### config.mk
export PLATFORM = sky130hd
export DESIGN_NAME = plstore_cell
export DESIGN_NICKNAME = d
export VERILOG_FILES = /design/src/sv/positional_list_store_macros.svh /design/src/sv/plstore_pkg.sv /design/src/sv/plstore_cell.sv
export SDC_FILE = /design/constraint.sdc
export NUM_CORES = 1
export LEC_CHECK = 0
export ABC_AREA = 1
export BUFFER_PORTS_ARGS = -buffer_cell sky130_fd_sc_hd__buf_2
export CAP_MARGIN = 30
export CORE_UTILIZATION = 31
export CTS_BUF_LIST = sky130_fd_sc_hd__clkbuf_16
export DETAILED_ROUTE_END_ITERATION = 8
export HOLD_SLACK_MARGIN = 0.08
export PLACE_DENSITY = 0.69
export SLEW_MARGIN = 40
export SYNTH_ARGS = -nofsm -noshare
export SYNTH_HDL_FRONTEND = slang
export SYNTH_SLANG_ARGS = --single-unit
### constraint.sdc
create_clock -name clk -period 7.4 [get_ports clk]
set_input_delay 1.48 -clock clk [delete_from_list [all_inputs] [get_ports clk]]
set_output_delay 1.48 -clock clk [all_outputs]
set_load 0.02 [all_outputs]
### src/sv/positional_list_store_macros.svh
// Assertion macros shared by the positional list store RTL.
`ifndef POSITIONAL_LIST_STORE_MACROS_SVH
`define POSITIONAL_LIST_STORE_MACROS_SVH
`ifndef SYNTHESIS
// Condition a implies condition b in the same cycle.
`define PLS_ASSERT_NOW(label, clk, rst_n, a, b) \
    label: assert property (@(posedge clk) disable iff (!rst_n) (a) |-> (b)) \
        else $error("positional_list_store: assertion failed");
// Condition a implies condition b in the next cycle.
`define PLS_ASSERT_NEXT(label, clk, rst_n, a, b) \
    label: assert property (@(posedge clk) disable iff (!rst_n) (a) |=> (b)) \
        else $error("positional_list_store: assertion failed");
`else
`define PLS_ASSERT_NOW(label, clk, rst_n, a, b)
`define PLS_ASSERT_NEXT(label, clk, rst_n, a, b)
`endif
`endif

### src/sv/plstore_pkg.sv
// Shared types and constants of the positional list store.
package plstore_pkg;

    localparam int CAPACITY = 64;
    localparam int IDX_W    = $clog2(CAPACITY);
    localparam int CNT_W    = 7;
    localparam int POS_W    = 7;
    localparam int DATA_W   = 32;

    localparam logic [2:0] OP_READ       = 3'd0;
    localparam logic [2:0] OP_INS_AFTER  = 3'd1;
    localparam logic [2:0] OP_INS_BEFORE = 3'd2;
    localparam logic [2:0] OP_DELETE     = 3'd3;
    localparam logic [2:0] OP_CHANGE     = 3'd4;

    localparam logic [1:0] ST_OK    = 2'd0;
    localparam logic [1:0] ST_POS   = 2'd1;
    localparam logic [1:0] ST_EMPTY = 2'd2;
    localparam logic [1:0] ST_FULL  = 2'd3;

    // Command broadcast to every cell of the row
    typedef struct packed {
        logic              ins;
        logic              del;
        logic              wr;
        logic [IDX_W-1:0]  sel;
        logic [DATA_W-1:0] data;
    } cell_cmd_t;

endpackage

### src/sv/plstore_cell.sv
// One storage cell of the list row: holds an element and shifts with its neighbours.
module plstore_cell
(
    input  logic                                clk,
    input  plstore_pkg::cell_cmd_t              cmd,
    input  logic [plstore_pkg::IDX_W-1:0]       idx,
    input  logic [plstore_pkg::DATA_W-1:0]      left_q,
    input  logic [plstore_pkg::DATA_W-1:0]      right_q,
    output logic [plstore_pkg::DATA_W-1:0]      q,
    output logic [plstore_pkg::DATA_W-1:0]      rd
);

    logic [plstore_pkg::DATA_W-1:0] q_reg;
    logic [plstore_pkg::DATA_W-1:0] q_next;
    logic                           hit;

    assign hit = (idx == cmd.sel);

    always_comb
    begin
        q_next = q_reg;
        if (cmd.ins)
        begin
            // open a gap: cells past the slot take the left neighbour
            if (idx > cmd.sel)
                q_next = left_q;
            else if (hit)
                q_next = cmd.data;
        end
        else if (cmd.del)
        begin
            // close the gap from the right
            if (idx >= cmd.sel)
                q_next = right_q;
        end
        else if (cmd.wr && hit)
        begin
            q_next = cmd.data;
        end
    end

    always_ff @(posedge clk)
    begin
        q_reg <= q_next;
    end

    assign q  = q_reg;
    assign rd = hit ? q_reg : '0;

endmodule

Word level (Yosys, flattened, before mapping)
Cells that the tools add are included.
{ "op_classes": {"order_cmp": 2, "eq_ne": 3, "muxes": 7, "n_reduce_logical": 3} }
{ "op_table": {"columns": ["op", "count"], "rows": [
  ["$mux W32", 7],
  ["$eq A6 B6 Y1", 1],
  ["$ge A6 B6 Y1", 1],
  ["$gt A6 B6 Y1", 1],
  ["$ne A3 B1 Y1 const B", 2],
  ["$reduce_and A3 Y1", 1],
  ["$reduce_bool A3 Y1", 1],
  ["$logic_and A1 B1 Y1", 1]
]} }
{ "word_totals": {"regBits": 32, "inputBits": 112, "output_inout_bits": 64, "word_cells": 16} }

Depth between registers and ports, before layout
{ "logic_depth": {"depth_word": 5, "mapped_depth": 12, "ltp_nobuf": 11} }

Worst setup path before layout
No wires, ideal clock.
{ "synth_timing": {"kind": "input -> register", "start": "in cmd[37] (netlist bit)", "end": "reg q_reg, in the netlist q[0] (enable)", "setup_ns": 0.466, "t_arrival_ns": 4.688, "required_ns": 6.934, "slack_ns": 2.246, "path_stages": 8, "n_path_buf": 2, "cell_sequence": "inv_1 -> ha_1 -> nand2_2 -> nor2_4 -> nand3_4 -> buf_6 -> buf_6 -> o21ai_0"} }
{ "synth_between": {"elab_chain_len": 4, "elab_cells_between_ends": 8, "classes_between": "order compare: 2; eq/ne: 3; reduce/logical: 3"} }
{ "synth_rtl": {"columns": ["element", "line_no", "text"], "rows": [
  ["start: declaration", "plstore_cell.sv:5", "input plstore_pkg::cell_cmd_t cmd,"],
  ["branches (longest 3 deep; another with $gt A6 B6 Y1)", null, null],
  ["$reduce_and A3 Y1 (no line) *", null, null],
  ["end signal: assignment", "plstore_cell.sv:44", "q_reg <= q_next;"],
  ["end: declaration", "plstore_cell.sv:13", "logic [plstore_pkg::DATA_W-1:0] q_reg;"]
]} }
Mark *: on every way between the ends.
A chain may end at the register's enable or synchronous reset.

Worst setup path after layout
{ "layout_timing": {"start": "in cmd[37] (netlist bit)", "end": "out rd[10] (netlist bit)"} }
{ "layout_between": {"elab_chain_len": 2} }
{ "layout_rtl": {"columns": ["element", "line_no", "text"], "rows": [
  ["$eq A6 B6 Y1", "plstore_cell.sv:17", "assign hit = (idx == cmd.sel);"],
  ["$mux W32", "plstore_cell.sv:48", "assign rd = hit ? q_reg : '0;"],
  ["end: declaration", "plstore_cell.sv:10", "output logic [plstore_pkg::DATA_W-1:0] rd"]
]} }
Every way passes these cells.

==> results.cfg <==
[status]
status = completed

[yosys]
ys_warn_count = 0
syn_area_mm2 = 0.00273
ys_top_cells_by_area = edfxtp_1, inv_1, nand2_1
ys_seq_area_share_pct = 35.1
yosys.area.top_type = edfxtp_1
mappedNetlistNets = 496
yosysTopAreaCellShare_pct = 35.1
synth_cell_type_count = 19
avgSynthCellArea_um2 = 7.23
synth_seq_cells = 32
syn_inst = 378

[grt]
grt_overflow_total = 0
grt_pass1_wl_um = 12500
grt_pass1_vias = 2681
groute.usage.overall_pct = 17.8
grt_max_degree = 38
antenna_found_initial = 0

[worst_setup_path]
path_cells = buf_2, inv_1, ha_1, nand2_2, nor2_4, nand3_4, buf_12, nor2_1, buf_2
path_class = in2out
cp.arrival_ns = 3.09
cpMaxStageDelayCell = nand3_4
crit_path_max_fanout = 37
cpPeakStageDelay_ns = 0.35
cp-start-kind = input pin
crit_top_cell = buf_2
endpoint_kind = output pin
crit_required_ns = 5.92

[sta]
hold_slack_ns = 1.50
fmax_mhz = 219
fin_tns_setup_ns = 0
slew_headroom_pct = 50.8
tightest_slew_ns = 0.738
fin_crit_ns = 4.57
hold_viol = 0
fin_crit_sh_pct = 61.8
worst_slack_ns = 2.83
finalSetupViolations = 0
maxSlewViolCount = 0
rsz0062_at_grt = false

[final_layout]
syn_to_final_growth_pct = 39.5
final_area_mm2 = 0.00381
fillers = 862
largest_register_ffs = 32
drive_above_1_share_pct = 38.9
num_antenna_cells = 0
fin_nets = 659

[placement]
dp_hpwl_um = 5910
pre_cts_slack_ns = 2.82
port_buffers = 175
dpl_cell_area_mm2 = 0.00365
gp_congestion = 0.788

[floorplanning]
start_util_pct = 32.6
die_x_um = 95.9
fp.dieArea_mm2 = 0.00920
ios = 176
die_height_um = 95.9
coreArea_mm2 = 0.00838
num_rows = 33

[drt]
via_count = 2973
drt_iter0_drc = 113
wl_per_cell_um = 12.6
drc = 0
dr.pass1.iters = 4
detail-route-antenna-nets = 0
wl_um = 8180
routed_via_density = 4.60

[clocking]
cts_buffer_depth = 2
cts.sinks = 32
cts_max_level = 2
path_clk_slew_ns = 0.05
cts_made_buffers = 5
cts-root-buf = clkbuf_16
ctsResizeCount = 0
tritoncts = yes
cts-hold-fix-buffers = 0
postCtsSetupBuffers = 0

[power]
power_density_mw_per_mm2 = 187
total_leakage_power_nw = 2.32
power_uw = 713
ir_drop_uv = 71.8

[min_path]
hold-path-endpoint = q[26]$_DFFE_PP_
min_path_type = in2reg
holdPathStages = 3
min_from = right_q[26]

[run]
drv_cap = 0
[logic make-up after synthesis]
family | count (synthesis) | synth area share [%]
AO/OA/AOI/OAI | 35 | 9.34
flip-flops | 32 | 35.1
buffers and inverters | 130 | 20.9
adder cells (fa/ha/maj) | 6 | 2.75
AND/OR/NAND/NOR | 175 | 31.9
[cell type report]
cell class | count | area (µm²) | share of cell area [%]
Multi-Input combinational cell | 216 | 1220 | 31.9
Sequential cell | 32 | 961 | 25.2
Timing Repair Buffer | 179 | 938 | 24.6
Inverter | 107 | 402 | 10.5
Tap cell | 105 | 131 | 3.45
Clock buffer | 5 | 125 | 3.28
Clock inverter | 3 | 37.5 | 0.985
[routing by layer]
layer / vias to the layer above / GRT usage [%] / share of wire, %
met1: 1343 / 21.0 / 42
met5: - / 0 / 0
met4: 0 / 5.60 / 1.4
met3: 10 / 3.08 / 6.2
met2: 116 / 32.7 / 51
li1: 1504 / - / -
[layout by cell type (no fill, tap or decap), types with 5 or more instances in the layout]
master     count
nand2_1       70
nand3_1       47
nand3_2       17
edfxtp_1      32
inv_1        107
nor2_1        32
ha_1           6
clkbuf_16      5
buf_2        175
a22oi_1       32
[worst max path at each step]
stage,cells past startpoint,startpoint,slack [ns],endpoint
floorplan,8,cmd[37],2.25,q[0]$_DFFE_PP_
global placement,8,cmd[37],2.67,rd[8]
detailed placement,9,cmd[37],2.82,rd[1]
CTS,9,cmd[37],2.81,rd[1]
global route,9,cmd[37],2.65,rd[0]
finish,9,cmd[37],2.83,rd[10]
[power by group]
part / internal [mW] / leakage (nW) / switching (mW) / total [mW]
registers: 0.241 / 0.301 / 0.0172 / 0.259
clock network: 0.156 / 0.0789 / 0.0721 / 0.228
logic: 0.0826 / 1.94 / 0.144 / 0.226
[cells in the mapped netlist, drive strengths merged]
master,instances
a21oi,1
nor3,1
o21ai,2
edfxtp,32
a22oi,32
ha,6
nor2,35
nand2,73
buf,20
clkbuf,3
inv,107
nand3,66
[metrics by stage]
| step | instances | utilization (%) |
|---|---|---|
| after floorplan | 378 | - |
| after global placement | 637 | 43.0 |
| after detailed placement | 639 | 43.5 |
| after CTS | 647 | 45.5 |
| after global routing | 647 | 45.5 |
| final | 647 | 45.5 |
[critical path: cells and delay by family]
kind | cells | cell delay [ns]
AND/OR/NAND/NOR | 4 | 0.69
adder cells (fa/ha/maj) | 1 | 0.30
buffers and inverters | 4 | 0.60
Power figures use the tool's default switching activity.
